File: src/rtl/core/bdm_pkg.sv
`default_nettype none

package bdm_pkg;

    localparam int DEF_MAX_WIDTH  = 1024;
    localparam int FW_BITS        = 11;
    localparam int FH_BITS        = 13;
    localparam int CFG_DATA_BITS  = 13;
    localparam int CFG_INDEX_BITS = 1;
    localparam int MIN_WIDTH      = 6;
    localparam int MIN_HEIGHT     = 6;
    localparam int MAX_HEIGHT     = 4096;
    localparam int RESET_WIDTH    = 1024;
    localparam int RESET_HEIGHT   = 1024;
    localparam int ROW_BITS       = 13;
    localparam int OUT_ROW_BITS   = 12;
    localparam int SUM_BITS       = 14;

    typedef enum logic [CFG_INDEX_BITS-1:0] {
        REG_FRAME_WIDTH  = 1'b0,
        REG_FRAME_HEIGHT = 1'b1
    } t_cfg_reg;

    // Bayer phase as {row parity, column parity}
    typedef enum logic [1:0] {
        PH_RED   = 2'b00,
        PH_GR    = 2'b01,
        PH_GB    = 2'b10,
        PH_BLUE  = 2'b11
    } t_phase;

    typedef struct packed {
        logic [7:0] sample;
        logic       drain;
    } t_in_item;

    typedef struct packed {
        logic [7:0] red;
        logic [7:0] green;
        logic [7:0] blue;
        logic       frame_end;
    } t_out_item;

    // [row][column][bit], row 0 oldest, column 4 newest
    typedef logic [4:0][4:0][7:0] t_window;

    typedef struct packed {
        logic signed [SUM_BITS-1:0] green;
        logic signed [SUM_BITS-1:0] horiz;
        logic signed [SUM_BITS-1:0] vert;
        logic signed [SUM_BITS-1:0] diag;
    } t_sums;

    // Negative gives 0, otherwise divide by 16 and saturate at 255
    function automatic logic [7:0] sat_div16(input logic signed [SUM_BITS-1:0] s);
        logic [SUM_BITS-5:0] q;
        q = s[SUM_BITS-1:4];
        if (s[SUM_BITS-1]) begin
            return 8'd0;
        end
        if (q > (SUM_BITS-4)'(255)) begin
            return 8'hFF;
        end
        return q[7:0];
    endfunction

endpackage

`default_nettype wire

File: src/rtl/core/bdm_kernel.sv
`default_nettype none

module bdm_kernel (
    input  bdm_pkg::t_window i_win,
    output bdm_pkg::t_sums   o_sums
);
    import bdm_pkg::*;

    function automatic logic signed [SUM_BITS-1:0] px(input logic [7:0] v);
        return $signed({{(SUM_BITS-8){1'b0}}, v});
    endfunction

    logic signed [SUM_BITS-1:0] pv;   // same column, two rows off
    logic signed [SUM_BITS-1:0] ph;   // same row, two columns off
    logic signed [SUM_BITS-1:0] dg;   // four diagonal neighbors
    logic signed [SUM_BITS-1:0] nh;   // left and right neighbors
    logic signed [SUM_BITS-1:0] nv;   // upper and lower neighbors
    logic signed [SUM_BITS-1:0] ctr;

    always_comb begin
        pv  = px(i_win[0][2]) + px(i_win[4][2]);
        ph  = px(i_win[2][0]) + px(i_win[2][4]);
        dg  = px(i_win[1][1]) + px(i_win[1][3]) + px(i_win[3][1]) + px(i_win[3][3]);
        nh  = px(i_win[2][1]) + px(i_win[2][3]);
        nv  = px(i_win[1][2]) + px(i_win[3][2]);
        ctr = px(i_win[2][2]);

        o_sums.green = (ctr <<< 3) + ((nh + nv) <<< 2) - ((pv + ph) <<< 1);
        o_sums.horiz = (ctr <<< 3) + (ctr <<< 1) + (nh <<< 3) - (ph <<< 1)
                       - (dg <<< 1) + pv;
        o_sums.vert  = (ctr <<< 3) + (ctr <<< 1) + (nv <<< 3) - (pv <<< 1)
                       - (dg <<< 1) + ph;
        o_sums.diag  = (ctr <<< 3) + (ctr <<< 2) + (dg <<< 2)
                       - ((pv + ph) <<< 1) - (pv + ph);
    end

endmodule

`default_nettype wire

File: config.mk
export PLATFORM = sky130hd
export DESIGN_NAME = bdm_kernel
export DESIGN_NICKNAME = d
export VERILOG_FILES = /design/src/rtl/core/bdm_pkg.sv /design/src/rtl/core/bdm_kernel.sv
export SDC_FILE = /design/constraint.sdc
export NUM_CORES = 1
export LEC_CHECK = 0
export BUFFER_PORTS_ARGS = -buffer_cell sky130_fd_sc_hd__buf_4
export CAP_MARGIN = 20
export CORE_UTILIZATION = 54
export DETAILED_ROUTE_END_ITERATION = 10
export PLACE_DENSITY = 0.88
export SYNTH_ARGS = -nofsm -noshare
export SYNTH_HDL_FRONTEND = slang
export SYNTH_SLANG_ARGS = --single-unit
File: constraint.sdc
create_clock -name vclk -period 7.07
set_clock_uncertainty 0.05 [all_clocks]
set_input_delay 0.3535 -clock vclk [all_inputs]
set_output_delay 0.3535 -clock vclk [all_outputs]
set_load 0.05 [all_outputs]
# Word level (Yosys, flattened, before mapping)
# Cells that the tools add are included.
word_totals:
  register_bits: 0
  inputBits: 200
  out_inout_bits: 56
op_classes:
  n_addsub: 24
op_table:
  columns: ["op", "count"]
  rows:
  - ["$add A8 B8 Y9", 5]
  - ["$sub A14 B14 Y14", 3]
  - ["$add A14 B10 Y14", 2]
  - ["$add A14 B13 Y14", 2]
  - ["$sub A14 B11 Y14", 2]
  - ["$sub A14 B13 Y14", 2]
  - ["$add A9 B9 Y10", 2]
  - ["$add A14 B14 Y14", 1]
  - ["$add A11 B12 Y13", 1]
  - ["$add A11 B10 Y12", 1]
  - ["$add A11 B9 Y12", 1]
  - ["$add A10 B8 Y11", 1]
  - ["$add A9 B8 Y10", 1]

# Depth between registers and ports, before layout
# Gate-level depths: netlist of the first run.
depth:
  word_depth: 6
  mapped_depth: 23

# Worst setup path before layout of the first run
# Ideal clock, no wire load.
synth_path:
  kind: "in2out"
  startpoint: "input port i_win[49] (netlist bit)"
  endpoint: "output port o_sums[39] (netlist bit)"
  t_arrival_ns: 6.088
  required_time_ns: 6.667
  path_slack_ns: 0.578
  path_stages: 21
  n_path_buf: 0
  cell_sequence: "inv_1 > fa_1 > inv_1 > fa_1 > ha_1 > fa_1 > a21oi_1 > nor2_1 > nor2_1 > o21bai_1 > a21oi_1 > xnor2_1 > fa_1 > fa_1 > fa_1 > inv_1 > ha_1 > a2111oi_0 > o21a_1 > o31a_1 > xnor2_1"
synth_rtl:
  columns: ["element", "line", "rtl"]
  rows:
  - ["start, declared", "bdm_kernel.sv:4", "input bdm_pkg::t_window i_win,"]
  - ["end, declared", "bdm_kernel.sv:5", "output bdm_pkg::t_sums o_sums"]

==> out/qor.csv, run 1 <==
stage,metric,value,unit
place,dp.cells,1189,
synthesis,synth_mux_area_share,0.818,%
place,portBuffers,159,
timing,timing.slew.headroom,53.6,%
finish,stdcell_area,8790,sq um
timing,final_min_period_over_clock_period,94.8,%
timing,rsz0062_at_grt,false,
floorplan,die_area,14100,sq um
worst_hold_path,worstHoldPathType,primary input to output pin,
finish,clkbuf_count,0,
finish,finalNetCount,1452,
detailed_routing,dr_total_vias,6332,
synthesis,synth_fp_nets,1290,
finish,final_cell_mix,"inv_1, buf_4, ha_1",
timing,hold_viol,0,
global_routing,grt_pass1_wl,28700,um
detailed_routing,wirelength,17100,um
synthesis,synth_xor_area_share,12.5,%
synthesis,synthesis.area,7340,sq um
synthesis,synth_fa_ha_area_share,49.0,%
global_routing,antenna_found_initial,0,
worst_setup_path,end_kind,output pin,
finish,layout-drive-gt1-share,19.5,%
worst_setup_path,cp.required,6.67,ns
global_routing,grt_max_degree,10,
cts,cts_hold_buf,0,
detailed_routing,drc_errors,0,
detailed_routing,ant_nets,0,
worst_setup_path,cp_max_fo,4,
synthesis,synth_top_area_share,24.7,%
synthesis,synthSimpleGateAreaFrac,7.99,%
finish,syn_to_final_growth,19.8,%
outcome,outcome,"complete, no violations",
synthesis,synth_cell_types,62,
floorplan,rows,42,
detailed_routing,viasPerCell,5.31,
timing,setup_viol,0,
place,gp_congestion,0.873,
timing,max_freq,149,MHz
floorplan,dieWidth,119,um
detailed_routing,post_drt_wl_per_cell,14.4,um
synthesis,yosysTopAreaCell,ha_1,
worst_setup_path,startpoint_type,primary input,
global_routing,grt_pass1_vias,6371,
worst_setup_path,critPathKind,primary input to output pin,
synthesis,synth_top_family_by_area,adder cells,
floorplan,design.core.area,13200,sq um
worst_setup_path,cp.arrival,6.30,ns
finish,fin_cells,1192,
synthesis,synth_area_leaders,"ha_1, fa_1, inv_1, xnor2_1, xor2_1",
synthesis,synth_compound_area_share,20.1,%
detailed_routing,firstDrtPassIters,4,
synthesis,yosysWarnings,0,
timing,fin_setup_tns,0,ns
place,hpwlAfterDp,15600,um
synthesis,syn_inst,856,
timing,final_max_slew_viol_count,0,
finish,seq_area,0,sq um
floorplan,start_util,55.5,%
finish,seq_cell_count,0,
detailed_routing,drt_iter0_drc,318,
place,post_dp_cell_area,8750,sq um
flow_run,maxCapViolCount,0,
finish,diodes,0,
floorplan,die_h,119,um
timing,tightestPinTransition,0.691,ns
global_routing,grt_overflow,0,
floorplan,pin_count,256,
timing,fin_crit,6.70,ns
synthesis,yosysSeqAreaShare,0,%
synthesis,syn_avg_cell_area,8.58,sq um
global_routing,grtUsageTotal,24.7,%
finish,final_common_cell,inv_1,
## kinds of logic after synthesis
kind of cell / Yosys count
AO/OA/AOI/OAI: 208
XOR/XNOR: 105
adder cells (fa/ha/maj): 234
buffers and inverters: 184
multiplexers: 6
other: 1
AND/OR/NAND/NOR: 118
## synth_stat cells, types with 4 or more instances
cell      number
nand2_1       19
inv_1        181
nor3_1        10
o21ai_1        4
o21bai_1      15
fa_1          89
ha_1         145
nor2b_1       13
o211ai_1       4
a21oi_1       57
a21oi_2        5
o21a_1        17
a31oi_1        5
o21ai_0       26
a21o_1        30
a211oi_1       5
xnor2_1       70
xor2_1        35
nor2_1        51
nand2b_1       7
mux2i_1        6
## worst max-delay path, cell delays in order
cell	delay [ns]
buf_4	0.08
inv_1	0.04
fa_1	0.53
inv_1	0.05
fa_1	0.46
ha_1	0.25
fa_2	0.37
a21oi_2	0.15
nor2_1	0.06
nor2_2	0.12
o21bai_1	0.11
a21oi_2	0.21
buf_4	0.16
xnor2_1	0.18
fa_1	0.48
fa_1	0.54
fa_1	0.54
inv_1	0.04
ha_1	0.35
a2111oi_2	0.31
o21a_1	0.20
o31a_1	0.23
nor4bb_1	0.08
a211o_1	0.23
buf_4	0.19
## stage by stage
stage / setup WS, ns / util [%] / hold WS [ns]
after global routing: 0.0317 / 66.4 / 1.16
after CTS: 0.0868 / 66.0 / 1.12
after global placement: 0.264 / 66.0 / 1.13
final: 0.370 / 66.4 / 1.13
after detailed placement: 0.114 / 66.0 / 1.13
after floorplan: 0.578 / - / 1.05
## routing by layer
| metal | wire length, um | vias to the layer above | global-route usage [%] |
|---|---|---|---|
| met5 | 0 | - | 0 |
| met4 | 308 | 0 | 3.80 |
| met3 | 759 | 20 | 1.06 |
| met2 | 8560 | 177 | 46.0 |
| met1 | 7510 | 2956 | 32.0 |
| li1 | - | 3179 | - |
## final cells by class
type	instances	area, sq um
Inverter	181	679
Multi-Input combinational cell	672	6670
Timing Repair Buffer	163	1220
Tap cell	176	220
Fill cell	1080	4450
## timing repair
| action | CTS | global route |
|---|---|---|
| gates resized for setup | 0 | 7 |
| hold endpoints to repair | 0 | 0 |
| setup endpoints to repair | 0 | 4 |
| buffers inserted | 0 | 3 |
## worst paths after layout
| kind | start | endpoint | slack [ns] | cells past startpoint |
|---|---|---|---|---|
| setup / recovery | i_win[49] | o_sums[41] | 0.37 | 25 |
| hold / removal | i_win[176] | o_sums[28] | 1.13 | 3 |
Power of run 1 is not shown: default switching activity piles up to over one toggle a cycle in this logic, so the estimate is an artifact.
==> run 2: changes to the inputs <==
--- a/config.mk
+++ b/config.mk
@@ -5,11 +5,13 @@
 export SDC_FILE = /design/constraint.sdc
 export NUM_CORES = 1
 export LEC_CHECK = 0
+export ABC_AREA = 1
 export BUFFER_PORTS_ARGS = -buffer_cell sky130_fd_sc_hd__buf_4
 export CAP_MARGIN = 20
-export CORE_UTILIZATION = 54
+export CORE_UTILIZATION = 30
 export DETAILED_ROUTE_END_ITERATION = 10
-export PLACE_DENSITY = 0.88
+export MAX_ROUTING_LAYER = met4
+export PLACE_DENSITY = 0.55
 export SYNTH_ARGS = -nofsm -noshare
 export SYNTH_HDL_FRONTEND = slang
 export SYNTH_SLANG_ARGS = --single-unit
==> run 2 against run 1 <==
  * Hold slack better by 0.015 ns
  * Critical path depth up 2
  * Global-route usage down 8.6 points
  * Sequential share of layout area unchanged
  * Count of clock-buffer cells in the layout unchanged
  * Sequential cell count unchanged
  * Synthesized area up 4.7%
  * Wire length up 18%
  * Worst setup slack better by 0.079 ns
  * Die area up 87%
  * Fmax up 1.2%
  * Cell count up 31%
  * Highest routed layer unchanged
==> out/qor.csv, run 2 <==
stage,metric,value,unit
outcome,outcome,"complete, no violations",
place,hpwlAfterDp,18800,um
synthesis,synth_cell_types,32,
timing,final_min_period_over_clock_period,93.7,%
synthesis,syn_avg_cell_area,7.14,sq um
finish,finalNetCount,1670,
global_routing,grt_overflow,0,
timing,rsz0062_at_grt,false,
synthesis,yosysWarnings,0,
detailed_routing,drc_errors,0,
worst_setup_path,cp.required,6.67,ns
detailed_routing,wirelength,20200,um
worst_setup_path,cp.arrival,6.22,ns
floorplan,design.core.area,25200,sq um
worst_setup_path,path_delay_family,adder cells,
floorplan,die_area,26300,sq um
worst_setup_path,startpoint_type,primary input,
place,dp.cells,1564,
timing,setup_viol,0,
floorplan,start_util,30.5,%
global_routing,antenna_found_initial,0,
detailed_routing,drt_iter0_drc,284,
cts,cts_resized,0,
floorplan,pin_count,256,
worst_setup_path,end_kind,output pin,
finish,diodes,0,
synthesis,yosysTopAreaCell,ha_1,
global_routing,grt_pass1_vias,6716,
worst_setup_path,cp_num_buf_inv,6,
synthesis,synth_top_area_share,23.6,%
finish,syn_to_final_growth,20.8,%
detailed_routing,dr_total_vias,6970,
synthesis,syn_inst,1076,
detailed_routing,ant_nets,0,
finish,seq_area,0,sq um
global_routing,grt_pass1_wl,33200,um
floorplan,dieWidth,162,um
synthesis,synth_common_cells,"inv_1, nand2_1, ha_1",
place,portBuffers,159,
timing,fin_crit,6.62,ns
cts,cts_hold_buf,0,
worst_setup_path,cp_slowest_cell,fa_1,
timing,hold_viol,0,
timing,tightestPinTransition,0.660,ns
finish,seq_cell_count,0,
synthesis,synth_fp_nets,1510,
timing,final_max_slew_viol_count,0,
synthesis,yosysSeqAreaShare,0,%
synthesis,yosysMostFrequentCell,inv_1,
finish,layout-drive-gt1-share,14.1,%
global_routing,grtUsageTotal,16.1,%
worst_setup_path,critPathKind,primary input to output pin,
synthesis,synth_area_leaders,"ha_1, fa_1, inv_1, nand2_1, xor2_1",
detailed_routing,firstDrtPassIters,5,
timing,max_freq,151,MHz
worst_hold_path,worstHoldPathType,primary input to output pin,
finish,fin_cells,1564,
floorplan,rows,58,
finish,final_cell_mix,"inv_1, nand2_1, buf_4",
detailed_routing,viasPerCell,4.46,
worst_setup_path,critPathMaxStageDelay,0.55,ns
worst_setup_path,path_common_cell,fa_1,
synthesis,synthesis.area,7680,sq um
floorplan,die_h,162,um
flow_run,maxCapViolCount,0,
detailed_routing,post_drt_wl_per_cell,12.9,um
timing,timing.slew.headroom,55.8,%
global_routing,grt_max_degree,10,
finish,clkbuf_count,0,
place,gp_congestion,0.854,
worst_setup_path,cp_max_fo,4,
cts,cts_setup_buffers,0,
finish,final_common_cell,inv_1,
timing,fin_setup_tns,0,ns
run 2: routing by layer:
layer  global-route usage (%)  wire length [um]  up-vias
met5                        -                 0        -
met4                    0.772                82        0
met3                    0.536               690        4
met2                     28.7             10100      136
met1                     21.1              9360     3146
li1                         -                 -     3684
run 2: logic make-up after synthesis:
family	Yosys count	synth area share (%)
simple gates	317	17.1
buf+inv	282	13.9
fa+ha+maj	234	46.8
compound gates	145	10.8
xor+xnor	97	11.4
other cells	1	0.0488
run 2: final cells by class:
cell class | count | area (sq um)
Fill cell | 2706 | 15900
Inverter | 280 | 1050
Multi-Input combinational cell | 794 | 6620
Tap cell | 330 | 413
Timing Repair Buffer | 160 | 1200
run 2: worst paths after layout:
check | start | end | slack [ns] | depth (start not counted)
worst max-delay path | i_win[49] | o_sums[39] | 0.45 | 27
worst min-delay path | i_win[112] | o_sums[14] | 1.14 | 3
run 2: per-stage QoR:
step                setup slack [ns]  hold slack (ns)  instance area (sq um)  utilization, %
floorplan                      0.606             1.05                   7680               -
global placement               0.489             1.15                   9280            36.9
detailed placement             0.498             1.15                   9280            36.9
CTS                            0.453             1.16                   9280            36.9
global route                  0.0697             1.17                   9280            36.9
finish                         0.449             1.14                   9280            36.9
Power of run 2 is left out for the same reason.
==> run 3: changes to the inputs <==
--- a/config.mk
+++ b/config.mk
@@ -8,10 +8,10 @@
 export ABC_AREA = 1
 export BUFFER_PORTS_ARGS = -buffer_cell sky130_fd_sc_hd__buf_4
 export CAP_MARGIN = 20
-export CORE_UTILIZATION = 30
+export CORE_UTILIZATION = 40
 export DETAILED_ROUTE_END_ITERATION = 10
 export MAX_ROUTING_LAYER = met4
-export PLACE_DENSITY = 0.55
+export PLACE_DENSITY = 0.69
 export SYNTH_ARGS = -nofsm -noshare
 export SYNTH_HDL_FRONTEND = slang
 export SYNTH_SLANG_ARGS = --single-unit
==> run 3 against run 2 <==
  * Critical path type unchanged
  * Sequential cell count unchanged
  * Die area decreased by 25%
  * Fmax increased by 2.7%
  * Non-clock buffer count unchanged
  * Via count increased by 0.44%
  * First-iteration DRC count decreased by 17%
  * Critical endpoint unchanged
  * Critical path depth increased by 1
  * Wire length decreased by 6.9%
  * Global-route usage increased by 4.3 points
==> out/qor.csv, run 3 (synthesized netlist as in run 2, its figures left out) <==
stage,metric,value,unit
floorplan,pin_count,256,
timing,fin_crit,6.45,ns
worst_setup_path,cp.arrival,6.04,ns
floorplan,start_util,40.9,%
cts,cts_hold_buf,0,
flow_run,maxCapViolCount,0,
timing,tightestPinTransition,0.743,ns
place,portBuffers,159,
finish,syn_to_final_growth,19.2,%
worst_setup_path,cp_max_fo,4,
outcome,outcome,"complete, no violations",
worst_hold_path,worstHoldPathType,primary input to output pin,
detailed_routing,wirelength,18800,um
timing,holdWs,1.13,ns
finish,diodes,0,
finish,layout-drive-gt1-share,14.1,%
finish,final_common_cell,inv_1,
finish,nFillCells,1892,
cts,cts_resized,0,
timing,final_max_slew_viol_count,0,
timing,setup_viol,0,
detailed_routing,drt_iter0_drc,236,
floorplan,rows,50,
global_routing,grtUsageTotal,20.3,%
global_routing,grt_pass1_wl,31800,um
worst_hold_path,min_from,i_win[112],
detailed_routing,viasPerCell,4.77,
worst_setup_path,critPathKind,primary input to output pin,
finish,seq_cell_count,0,
detailed_routing,drc_errors,0,
finish,clkbuf_count,0,
place,gp_congestion,0.912,
worst_setup_path,crit_start,i_win[49],
global_routing,antenna_found_initial,0,
detailed_routing,ant_nets,0,
finish,final_cell_mix,"inv_1, nand2_1, buf_4",
place,hpwlAfterDp,17300,um
worst_setup_path,cp.required,6.67,ns
detailed_routing,post_drt_wl_per_cell,12.8,um
timing,hold_viol,0,
global_routing,grt_overflow,0,
timing,max_freq,155,MHz
timing,fin_setup_tns,0,ns
global_routing,grt_max_degree,10,
finish,finalNetCount,1670,
worst_setup_path,end_kind,output pin,
global_routing,grt_pass1_vias,6834,
cts,cts_setup_buffers,0,
floorplan,die_area,19800,sq um
finish,fin_cells,1468,
place,dp.cells,1468,
timing,timing.slew.headroom,50.3,%
finish,seq_area,0,sq um
worst_setup_path,startpoint_type,primary input,
timing,rsz0062_at_grt,false,
detailed_routing,firstDrtPassIters,4,
timing,final_min_period_over_clock_period,91.2,%
floorplan,design.core.area,18800,sq um
worst_setup_path,crit_end,o_sums[39],
detailed_routing,dr_total_vias,7001,
floorplan,die_h,141,um
floorplan,dieWidth,141,um
finish,finish.utilization,48.8,%
## run 3: worst max-delay path, stage by stage
cell	delay [ns]
buf_4	0.07
inv_1	0.04
fa_1	0.53
inv_1	0.05
fa_1	0.46
ha_1	0.25
fa_1	0.42
a21oi_2	0.19
o21ai_4	0.10
nand2_1	0.06
nand2_1	0.04
nand2_1	0.05
nand2_1	0.06
xor2_1	0.13
buf_4	0.18
inv_1	0.06
fa_1	0.46
fa_1	0.52
fa_1	0.54
inv_1	0.04
ha_1	0.34
a21oi_1	0.13
o21ai_0	0.14
a21oi_1	0.23
nor2_1	0.07
nor2_1	0.12
xor2_1	0.17
buf_4	0.22
## run 3: area by class of cell
class	count	area, sq um	area share, %
Tap cell	234	293	3.19
Multi-Input combinational cell	794	6620	72.2
Timing Repair Buffer	160	1200	13.1
Inverter	280	1050	11.5
## run 3: through the flow
stage / worst slack [ns] / instance area [sq um]
global route: 0.230 / 9160
finish: 0.624 / 9160
detailed placement: 0.626 / 9160
floorplan: 0.606 / 7680
CTS: 0.592 / 9160
global placement: 0.639 / 9160
## run 3: worst min path at each step
stage,endpoint,slack (ns),depth (start not counted)
floorplan,o_sums[14],1.05,1
global placement,o_sums[14],1.14,3
detailed placement,o_sums[14],1.14,3
CTS,o_sums[14],1.14,3
global route,o_sums[28],1.16,3
finish,o_sums[14],1.13,3
## run 3: routing by layer
| metal | part of all wire, % | global-route usage, % | wire length (um) | up-vias |
|---|---|---|---|---|
| met5 | 0 | - | 0 | - |
| met4 | 1.2 | 2.00 | 218 | 0 |
| met1 | 45 | 26.0 | 8560 | 3161 |
| met3 | 3.5 | 0.577 | 657 | 15 |
| li1 | - | - | - | 3687 |
| met2 | 50 | 36.9 | 9400 | 138 |
Power of run 3 is left out for the same reason.
